--- src/rtl/rhc_pkg.sv ---
// Shared constants, sector codes and inter-stage types of the RGB to HSV converter.
// No dependencies.
`timescale 1ns / 1ps
`default_nettype none

package rhc_pkg;

	// Channel and hue fixed-point format.
	localparam int CHANNEL_BITS      = 8;
	localparam int HUE_FRACTION_BITS = 6;
	localparam int SECTOR_SPAN       = 60 << HUE_FRACTION_BITS;
	localparam int HUE_WRAP          = 6 * SECTOR_SPAN;
	localparam int GREEN_BASE        = 2 * SECTOR_SPAN;
	localparam int BLUE_BASE         = 4 * SECTOR_SPAN;
	localparam int HUE_BITS          = $clog2(HUE_WRAP);

	// Divider sizing: quotient bits cover both the hue fraction and the saturation.
	localparam int HUE_QUO_BITS = $clog2(SECTOR_SPAN + 1);
	localparam int QUO_BITS     = (HUE_QUO_BITS > CHANNEL_BITS) ? HUE_QUO_BITS : CHANNEL_BITS;
	localparam int NUM_BITS     = QUO_BITS + CHANNEL_BITS;

	// Sector that holds the maximum channel.
	localparam logic [1:0] SEC_RED   = 2'd0;
	localparam logic [1:0] SEC_GREEN = 2'd1;
	localparam logic [1:0] SEC_BLUE  = 2'd2;

	// Side information that rides alongside the divider.
	typedef struct packed {
		logic [1:0]              sector;
		logic                    neg;
		logic                    gray;
		logic                    black;
		logic [CHANNEL_BITS-1:0] value;
	} rhc_tag_t;

	// Operands handed from the front end to the divider.
	typedef struct packed {
		logic [NUM_BITS-1:0]     hue_num;
		logic [CHANNEL_BITS-1:0] hue_den;
		logic [NUM_BITS-1:0]     sat_num;
		logic [CHANNEL_BITS-1:0] sat_den;
		rhc_tag_t                tag;
	} rhc_div_t;

	// Quotients handed from the divider to the finishing stage.
	typedef struct packed {
		logic [QUO_BITS-1:0] hue_quo;
		logic                hue_rem_nz;
		logic [QUO_BITS-1:0] sat_quo;
		rhc_tag_t            tag;
	} rhc_quo_t;

endpackage

`default_nettype wire

--- src/rtl/rgb_to_hsv_converter.sv ---
// Top level of the RGB to HSV pixel converter.
// Depends on rhc_pkg, rhc_front, rhc_divider and rhc_finish.
//
//   Channel   Handshake                  Payload
//   pixel     pixel_valid, pixel_stall   red_level, green_level, blue_level
//   hsv       hsv_valid, hsv_stall       hue_angle, saturation_level, value_level
//
// One pixel enters every cycle while the output is not stalled.
// The divider, one quotient bit per stage, makes up most of the pipeline depth.
// Reset clears every valid bit; payload registers keep whatever they hold.
// A stall on hsv holds the output; empty stages still fill, so bubbles close up.
`timescale 1ns / 1ps
`default_nettype none

module rgb_to_hsv_converter
	import rhc_pkg::*;
(
	input  wire logic                    clk,
	input  wire logic                    arst_n,
	input  wire logic                    pixel_valid,
	output logic                         pixel_stall,
	input  wire logic [CHANNEL_BITS-1:0] red_level,
	input  wire logic [CHANNEL_BITS-1:0] green_level,
	input  wire logic [CHANNEL_BITS-1:0] blue_level,
	output logic                         hsv_valid,
	input  wire logic                    hsv_stall,
	output logic [HUE_BITS-1:0]          hue_angle,
	output logic [CHANNEL_BITS-1:0]      saturation_level,
	output logic [CHANNEL_BITS-1:0]      value_level
);

	logic     front_ready;
	logic     front_valid;
	rhc_div_t front_data;
	logic     div_ready;
	logic     div_valid;
	rhc_quo_t div_data;
	logic     finish_ready;

	assign pixel_stall = !front_ready;

	// Extremes and operands.
	rhc_front u_front (
		.clk         (clk),
		.arst_n      (arst_n),
		.in_valid    (pixel_valid),
		.in_ready    (front_ready),
		.red_level   (red_level),
		.green_level (green_level),
		.blue_level  (blue_level),
		.out_valid   (front_valid),
		.out_ready   (div_ready),
		.out_data    (front_data)
	);

	// Hue fraction and saturation quotients.
	rhc_divider u_divider (
		.clk       (clk),
		.arst_n    (arst_n),
		.in_valid  (front_valid),
		.in_ready  (div_ready),
		.in_data   (front_data),
		.out_valid (div_valid),
		.out_ready (finish_ready),
		.out_data  (div_data)
	);

	// Hue assembly and output register.
	rhc_finish u_finish (
		.clk              (clk),
		.arst_n           (arst_n),
		.in_valid         (div_valid),
		.in_ready         (finish_ready),
		.in_data          (div_data),
		.out_valid        (hsv_valid),
		.out_ready        (!hsv_stall),
		.hue_angle        (hue_angle),
		.saturation_level (saturation_level),
		.value_level      (value_level)
	);

endmodule

`default_nettype wire

--- src/rtl/rhc_front.sv ---
// Front end: maximum, minimum, sector choice and the two division operands.
// Depends on rhc_pkg. Two register stages.
`timescale 1ns / 1ps
`default_nettype none

module rhc_front
	import rhc_pkg::*;
(
	input  wire logic                    clk,
	input  wire logic                    arst_n,
	input  wire logic                    in_valid,
	output logic                         in_ready,
	input  wire logic [CHANNEL_BITS-1:0] red_level,
	input  wire logic [CHANNEL_BITS-1:0] green_level,
	input  wire logic [CHANNEL_BITS-1:0] blue_level,
	output logic                         out_valid,
	input  wire logic                    out_ready,
	output rhc_div_t                     out_data
);

	localparam int CHAN_FULL_C = (1 << CHANNEL_BITS) - 1;

	logic                    valid_s1;
	logic [CHANNEL_BITS-1:0] max_s1;
	logic [CHANNEL_BITS-1:0] min_s1;
	logic [1:0]              sector_s1;
	logic [CHANNEL_BITS-1:0] minuend_s1;
	logic [CHANNEL_BITS-1:0] subtrahend_s1;
	logic                    valid_s2;
	rhc_div_t                div_s2;
	logic                    ready_s1;
	logic                    ready_s2;

	logic [CHANNEL_BITS-1:0] max_c;
	logic [CHANNEL_BITS-1:0] min_c;
	logic [1:0]              sector_c;
	logic [CHANNEL_BITS-1:0] minuend_c;
	logic [CHANNEL_BITS-1:0] subtrahend_c;

	logic [CHANNEL_BITS-1:0] delta_c;
	logic                    neg_c;
	logic [CHANNEL_BITS-1:0] diff_c;

	// A stage takes new data when it is empty or its content moves on.
	assign ready_s2 = !valid_s2 || out_ready;
	assign ready_s1 = !valid_s1 || ready_s2;
	assign in_ready = ready_s1;

	// Stage 1 logic: the first channel equal to the maximum picks the sector.
	always_comb begin
		if (red_level >= green_level && red_level >= blue_level) begin
			sector_c     = SEC_RED;
			max_c        = red_level;
			minuend_c    = green_level;
			subtrahend_c = blue_level;
		end else if (green_level >= blue_level) begin
			sector_c     = SEC_GREEN;
			max_c        = green_level;
			minuend_c    = blue_level;
			subtrahend_c = red_level;
		end else begin
			sector_c     = SEC_BLUE;
			max_c        = blue_level;
			minuend_c    = red_level;
			subtrahend_c = green_level;
		end
		min_c = red_level;
		if (green_level < min_c) begin
			min_c = green_level;
		end
		if (blue_level < min_c) begin
			min_c = blue_level;
		end
	end

	always_ff @(posedge clk or negedge arst_n) begin
		if (!arst_n) begin
			valid_s1 <= 1'b0;
		end else if (ready_s1) begin
			valid_s1 <= in_valid;
		end
	end

	always_ff @(posedge clk) begin
		if (ready_s1) begin
			max_s1        <= max_c;
			min_s1        <= min_c;
			sector_s1     <= sector_c;
			minuend_s1    <= minuend_c;
			subtrahend_s1 <= subtrahend_c;
		end
	end

	// Stage 2 logic: delta, magnitude and sign of the sector difference.
	assign delta_c = max_s1 - min_s1;
	assign neg_c   = minuend_s1 < subtrahend_s1;
	assign diff_c  = neg_c ? (subtrahend_s1 - minuend_s1) : (minuend_s1 - subtrahend_s1);

	always_ff @(posedge clk or negedge arst_n) begin
		if (!arst_n) begin
			valid_s2 <= 1'b0;
		end else if (ready_s2) begin
			valid_s2 <= valid_s1;
		end
	end

	// Constant scaling of both numerators.
	always_ff @(posedge clk) begin
		if (ready_s2) begin
			div_s2.hue_num      <= NUM_BITS'(diff_c) * NUM_BITS'(SECTOR_SPAN);
			div_s2.hue_den      <= delta_c;
			div_s2.sat_num      <= NUM_BITS'(delta_c) * NUM_BITS'(CHAN_FULL_C);
			div_s2.sat_den      <= max_s1;
			div_s2.tag.sector   <= sector_s1;
			div_s2.tag.neg      <= neg_c;
			div_s2.tag.gray     <= (delta_c == '0);
			div_s2.tag.black    <= (max_s1 == '0);
			div_s2.tag.value    <= max_s1;
		end
	end

	assign out_valid = valid_s2;
	assign out_data  = div_s2;

endmodule

`default_nettype wire

--- src/rtl/rhc_divider.sv ---
// Pipelined restoring divider, one quotient bit per stage, two lanes side by side.
// Depends on rhc_pkg. The hue lane keeps its final remainder for floor rounding.
`timescale 1ns / 1ps
`default_nettype none

module rhc_divider
	import rhc_pkg::*;
(
	input  wire logic     clk,
	input  wire logic     arst_n,
	input  wire logic     in_valid,
	output logic          in_ready,
	input  wire rhc_div_t in_data,
	output logic          out_valid,
	input  wire logic     out_ready,
	output rhc_quo_t      out_data
);

	logic                    valid_s   [QUO_BITS];
	logic [NUM_BITS-1:0]     hue_rem_s [QUO_BITS];
	logic [NUM_BITS-1:0]     sat_rem_s [QUO_BITS];
	logic [CHANNEL_BITS-1:0] hue_den_s [QUO_BITS];
	logic [CHANNEL_BITS-1:0] sat_den_s [QUO_BITS];
	logic [QUO_BITS-1:0]     hue_quo_s [QUO_BITS];
	logic [QUO_BITS-1:0]     sat_quo_s [QUO_BITS];
	rhc_tag_t                tag_s     [QUO_BITS];
	logic                    ready     [QUO_BITS+1];

	assign ready[QUO_BITS] = out_ready;
	assign in_ready        = ready[0];

	for (genvar i = 0; i < QUO_BITS; i++) begin : g_stage
		logic                    valid_in;
		logic [NUM_BITS-1:0]     hue_rem_in;
		logic [NUM_BITS-1:0]     sat_rem_in;
		logic [CHANNEL_BITS-1:0] hue_den_in;
		logic [CHANNEL_BITS-1:0] sat_den_in;
		logic [QUO_BITS-1:0]     hue_quo_in;
		logic [QUO_BITS-1:0]     sat_quo_in;
		rhc_tag_t                tag_in;
		logic [NUM_BITS-1:0]     hue_shift;
		logic [NUM_BITS-1:0]     sat_shift;
		logic                    hue_take;
		logic                    sat_take;

		// The first stage starts from the numerator with an empty quotient.
		if (i == 0) begin : g_first
			assign valid_in   = in_valid;
			assign hue_rem_in = in_data.hue_num;
			assign sat_rem_in = in_data.sat_num;
			assign hue_den_in = in_data.hue_den;
			assign sat_den_in = in_data.sat_den;
			assign hue_quo_in = '0;
			assign sat_quo_in = '0;
			assign tag_in     = in_data.tag;
		end else begin : g_next
			assign valid_in   = valid_s[i-1];
			assign hue_rem_in = hue_rem_s[i-1];
			assign sat_rem_in = sat_rem_s[i-1];
			assign hue_den_in = hue_den_s[i-1];
			assign sat_den_in = sat_den_s[i-1];
			assign hue_quo_in = hue_quo_s[i-1];
			assign sat_quo_in = sat_quo_s[i-1];
			assign tag_in     = tag_s[i-1];
		end

		// Trial subtraction of the divisor aligned to this quotient bit.
		assign hue_shift = NUM_BITS'(hue_den_in) << (QUO_BITS - 1 - i);
		assign sat_shift = NUM_BITS'(sat_den_in) << (QUO_BITS - 1 - i);
		assign hue_take  = hue_rem_in >= hue_shift;
		assign sat_take  = sat_rem_in >= sat_shift;

		assign ready[i] = !valid_s[i] || ready[i+1];

		always_ff @(posedge clk or negedge arst_n) begin
			if (!arst_n) begin
				valid_s[i] <= 1'b0;
			end else if (ready[i]) begin
				valid_s[i] <= valid_in;
			end
		end

		always_ff @(posedge clk) begin
			if (ready[i]) begin
				hue_rem_s[i] <= hue_take ? (hue_rem_in - hue_shift) : hue_rem_in;
				sat_rem_s[i] <= sat_take ? (sat_rem_in - sat_shift) : sat_rem_in;
				hue_den_s[i] <= hue_den_in;
				sat_den_s[i] <= sat_den_in;
				hue_quo_s[i] <= {hue_quo_in[QUO_BITS-2:0], hue_take};
				sat_quo_s[i] <= {sat_quo_in[QUO_BITS-2:0], sat_take};
				tag_s[i]     <= tag_in;
			end
		end
	end

	// Last stage holds the finished quotients.
	assign out_valid           = valid_s[QUO_BITS-1];
	assign out_data.hue_quo    = hue_quo_s[QUO_BITS-1];
	assign out_data.hue_rem_nz = (hue_rem_s[QUO_BITS-1] != '0);
	assign out_data.sat_quo    = sat_quo_s[QUO_BITS-1];
	assign out_data.tag        = tag_s[QUO_BITS-1];

endmodule

`default_nettype wire

--- src/rtl/rhc_finish.sv ---
// Finishing stage: sector offset, floor rounding, hue wrap and special cases.
// Depends on rhc_pkg. Its register is the output register of the converter.
`timescale 1ns / 1ps
`default_nettype none

module rhc_finish
	import rhc_pkg::*;
(
	input  wire logic                     clk,
	input  wire logic                     arst_n,
	input  wire logic                     in_valid,
	output logic                          in_ready,
	input  wire rhc_quo_t                 in_data,
	output logic                          out_valid,
	input  wire logic                     out_ready,
	output logic [HUE_BITS-1:0]           hue_angle,
	output logic [CHANNEL_BITS-1:0]       saturation_level,
	output logic [CHANNEL_BITS-1:0]       value_level
);

	localparam int HW = HUE_BITS + 1;

	logic                    valid_q;
	logic [HUE_BITS-1:0]     hue_q;
	logic [CHANNEL_BITS-1:0] sat_q;
	logic [CHANNEL_BITS-1:0] value_q;

	logic [HW-1:0]           base_c;
	logic [HW-1:0]           mag_c;
	logic [HW-1:0]           sum_c;
	logic [HW-1:0]           wrapped_c;
	logic [HUE_BITS-1:0]     hue_c;
	logic [CHANNEL_BITS-1:0] sat_c;

	assign in_ready = !valid_q || out_ready;

	// Sector offset of the hue.
	always_comb begin
		case (in_data.tag.sector)
			SEC_RED:   base_c = '0;
			SEC_GREEN: base_c = HW'(GREEN_BASE);
			default:   base_c = HW'(BLUE_BASE);
		endcase
	end

	// A negative fraction rounds toward minus infinity, then wraps into range.
	assign mag_c     = HW'(in_data.hue_quo) + HW'(in_data.tag.neg & in_data.hue_rem_nz);
	assign sum_c     = in_data.tag.neg ? (base_c - mag_c) : (base_c + mag_c);
	assign wrapped_c = sum_c[HW-1] ? (sum_c + HW'(HUE_WRAP)) : sum_c;
	assign hue_c     = in_data.tag.gray ? '0 : wrapped_c[HUE_BITS-1:0];
	assign sat_c     = in_data.tag.black ? '0 : in_data.sat_quo[CHANNEL_BITS-1:0];

	always_ff @(posedge clk or negedge arst_n) begin
		if (!arst_n) begin
			valid_q <= 1'b0;
		end else if (in_ready) begin
			valid_q <= in_valid;
		end
	end

	always_ff @(posedge clk) begin
		if (in_ready) begin
			hue_q   <= hue_c;
			sat_q   <= sat_c;
			value_q <= in_data.tag.value;
		end
	end

	assign out_valid        = valid_q;
	assign hue_angle        = hue_q;
	assign saturation_level = sat_q;
	assign value_level      = value_q;

endmodule

`default_nettype wire

--- config.mk ---
export PLATFORM = sky130hd
export DESIGN_NAME = rgb_to_hsv_converter
export DESIGN_NICKNAME = d
export VERILOG_FILES = /design/src/rtl/rhc_pkg.sv /design/src/rtl/rgb_to_hsv_converter.sv /design/src/rtl/rhc_front.sv /design/src/rtl/rhc_divider.sv /design/src/rtl/rhc_finish.sv
export SDC_FILE = /design/constraint.sdc
export NUM_CORES = 2
export LEC_CHECK = 0
export ABC_AREA = 0
export BUFFER_PORTS_ARGS = -buffer_cell sky130_fd_sc_hd__buf_2
export CORE_MARGIN = 10
export CORE_UTILIZATION = 54
export CTS_CLUSTER_SIZE = 24
export DETAILED_ROUTE_END_ITERATION = 6
export GPL_TIMING_DRIVEN = 1
export PLACE_DENSITY = 0.72
export RECOVER_POWER = 100
export SYNTH_ARGS = -nofsm -noshare
export SYNTH_HDL_FRONTEND = slang
export SYNTH_SLANG_ARGS = --single-unit
--- constraint.sdc ---
create_clock -name clk -period 5.6 [get_ports clk]
set_clock_uncertainty 0.2 [all_clocks]
set_input_delay 0.28 -clock clk [delete_from_list [all_inputs] [get_ports clk]]
set_output_delay 0.28 -clock clk [all_outputs]
set_load 0.05 [all_outputs]
==> impl_metrics.py <==
metrics = {
    "run_status": {
        "status": "finished, violations left",
        "violations": "max-capacitance violations, max-slew violations",
    },
    "synth": {
        "async_reset_ff_share_pct": 1.714,
        "postSynthAreaPerCell_um2": 12.28,
        "postSynthCellCount": 3679,
        "synth.yosys.warnings": 0,
        "synth_fp_nets": 4079,
        "ys_types": 84,
        "ys_ff_latch": 875,
        "yosysSeqAreaShare_pct": 57.98,
        "syn_area_um2": 45190,
        "synth_edf_count": 860,
        "synth-main-ff-cell": "edfxtp_1",
    },
    "final_layout": {
        "drive_gt1_share_pct": 7.864,
        "final_cells": 5060,
        "postLayoutCellArea_um2": 50760,
        "final_common_cell": "edfxtp_1",
        "layout_common_cells": "860 x edfxtp_1, 444 x inv_1, 300 x ha_1, 244 x nand2_1, 212 x nor2_1",
        "final-seq-area_um2": 26200,
        "final_nets": 4303,
        "multi_input_area_um2": 17380,
        "syn2layout_area_growth_pct": 12.33,
        "fillerInstances": 6352,
        "antenna_cells": 0,
    },
    "route": {
        "num_vias": 27140,
        "viasPerCell": 5.364,
        "ant_nets": 0,
        "drt-total-wl_mm": 76.27,
        "routedWlPerCell_um": 15.07,
        "first_pass_iters": 5,
        "drc_errors": 0,
        "first_iter_violations": 1188,
    },
    "setup_path": {
        "critPathCaptureType": "register",
        "worstPathCellList": "ha_1, a21o_1, a21o_1, a21oi_2, o21bai_2, a21o_1, a21oi_2, xnor2_2, inv_2, buf_4, fa_1, fa_1, inv_2, fa_1, inv_2, ha_4, buf_4, a21boi_4, o21ai_2, a21oi_2, a211o_1, a21o_1, a21oi_2, xnor2_1",
        "crit_required_ns": 5.78,
        "cp-start-kind": "register",
        "arrival_ns": 5.75,
        "path_class": "reg -> reg",
        "cp_slowest_cell": "fa_1",
        "worstPathMaxFanout": 4,
        "slowest_delay_ns": 0.56,
    },
    "hold_path": {
        "hold_path_class": "reg -> reg",
    },
    "placed_design": {
        "placed_cell_area_um2": 47190,
        "io_buffers": 60,
        "place_congestion": 0.8918,
        "dpl.hpwl_mm": 56.47,
        "dp.cells": 4830,
    },
    "floorplan": {
        "start_util_pct": 54.25,
        "rows": 106,
        "die_width_um": 309.3,
        "ios": 61,
        "core_um2": 83290,
        "die_h_um": 309.3,
        "die-area_um2": 95650,
    },
    "timing": {
        "whs_ns": 0.2061,
        "grt_setup_unrepaired": "yes",
        "period_minus_slack_ns": 5.570,
        "relSlewSlack_pct": -131.7,
        "setup_viol": 0,
        "tns_ns": 0,
        "finalHoldViolations": 0,
        "worst_slew_pin_slew_ns": 3.475,
        "drv_slew": 776,
        "max_freq_mhz": 179.5,
        "fin_crit_sh_pct": 99.46,
    },
    "global_routing": {
        "grt_pass1_wl_mm": 127.7,
        "antenna_found_initial": 0,
        "grt_max_degree": 79,
        "grt_pass1_vias": 27800,
        "grt_remaining_overflow": 0,
        "grtUsageTotal_pct": 16.02,
    },
    "job": {
        "maxCapViolCount": 16,
    },
    "clocking": {
        "cts_buffers": 92,
        "cts.sinks": 875,
        "cts_max_level": 3,
        "path_clk_slew_ns": 0.06,
        "clockBufferDepth": 3,
        "root_buffer": "clkbuf_16",
        "cts_tree": "built",
        "clock_latency_ns": 0.63,
    },
}
## routing by layer
metal	part of all wire, %	GRT usage [%]	wire length, um
met4	3.8	6.461	2899
met5	0	0	0
met2	56	32.14	42360
met1	37	16.00	28530
met3	3.3	2.672	2489
## path summary, 6_finish.rpt
path | from | endpoint | slack (ns) | depth (start not counted)
max reg2reg | u_front.max_s1[1] | u_front.out_data[36] | 0.03 | 24
max | u_front.max_s1[1] | u_front.out_data[36] | 0.03 | 24
min in group asynchronous | arst_n | u_finish.out_valid | 0.65 | 3
min reg2reg | u_divider.sat_quo_s[8][1] | u_divider.sat_quo_s[9][2] | 0.21 | 0
max in group asynchronous | arst_n | u_divider.g_stage[5].valid_in | 4.01 | 3
min | u_divider.sat_quo_s[8][1] | u_divider.sat_quo_s[9][2] | 0.21 | 0
## state kept, by name, summed over array words and instances, names as in the netlist, 11 cells and up
signal,flops
u_divider.hue_quo_s,78
u_divider.hue_den_s,86
u_finish.hue_angle,15
u_divider.tag_s,156
u_front.out_data,48
u_divider.sat_rem_s,211
u_divider.hue_rem_s,180
u_divider.sat_quo_s,36
u_divider.g_stage.valid_in,11
## through the flow
stage / utilization, % / setup WS (ns)
2_1_floorplan: - / -0.2293
3_3_place_gp: 56.65 / -0.1836
3_5_place_dp: 56.65 / -0.2360
4_1_cts: 60.91 / -0.008235
5_1_grt: 60.95 / -0.2183
6_report: 60.95 / 0.02998
## synth_stat cells (all sizes together), types with 13 or more instances
master | instances | area, um2
o31ai | 42 | 315.3
edfxtp | 860 | 25820
nor3 | 69 | 345.3
o21a | 24 | 180.2
or4 | 26 | 195.2
nor2 | 213 | 799.5
o21bai | 13 | 101.4
nand2b | 60 | 375.4
mux2 | 19 | 214.0
nor4 | 62 | 394.1
mux2i | 65 | 650.6
nand2 | 246 | 923.4
nand4 | 32 | 200.2
ha | 310 | 3879
o21ai | 220 | 1105
or3 | 25 | 156.4
fa | 62 | 1241
nand3 | 52 | 260.3
xor2 | 129 | 1137
or2 | 15 | 93.84
nor2b | 66 | 412.9
and3 | 15 | 93.84
dfrtp | 15 | 375.4
a21oi | 138 | 690.7
a31oi | 16 | 112.6
a21boi | 44 | 330.3
inv | 458 | 1719
a21o | 60 | 450.4
xnor2 | 140 | 1226
clkbuf | 41 | 153.9
## worst max-delay path, delay by kind of cell, from the launching register on
| family | cells | cell delay (ns) |
|---|---|---|
| compound gates | 12 | 2.00 |
| xor+xnor | 2 | 0.22 |
| fa+ha+maj | 5 | 2.04 |
| buf+inv | 5 | 0.45 |
| flops | 1 | 0.40 |
## cells by family (layout without fill, tap and decap cells)
kind of cell	after synthesis	in the layout	share of synthesized area (%)
buf+inv	507	808	4.236
flops	875	875	57.98
compound gates	641	641	9.018
fa+ha+maj	372	372	11.33
xor+xnor	269	269	5.230
mux	84	84	1.913
simple gates	931	931	10.29
## cell type report
type,instances,area share (%)
timing repair buffer,178,2.315
clock inverter,57,0.9613
clock buffer,114,4.802
inverter,459,3.402
multi-input combinational,2297,34.24
tap,1080,2.662
sequential,875,51.61
## repair_timing
action | in CTS | in global routing
hold buffers | 43 | 0
gates resized for setup | 23 | 42
pin swaps | 27 | 43
cloned | 1 | 0
setup endpoints to repair | 5 | 8
buffers inserted | 7 | 8
endpoints found under the hold margin | 53 | 0
Power is not shown: default switching activity piles up to over one toggle a cycle in this logic, so the estimate is an artifact.
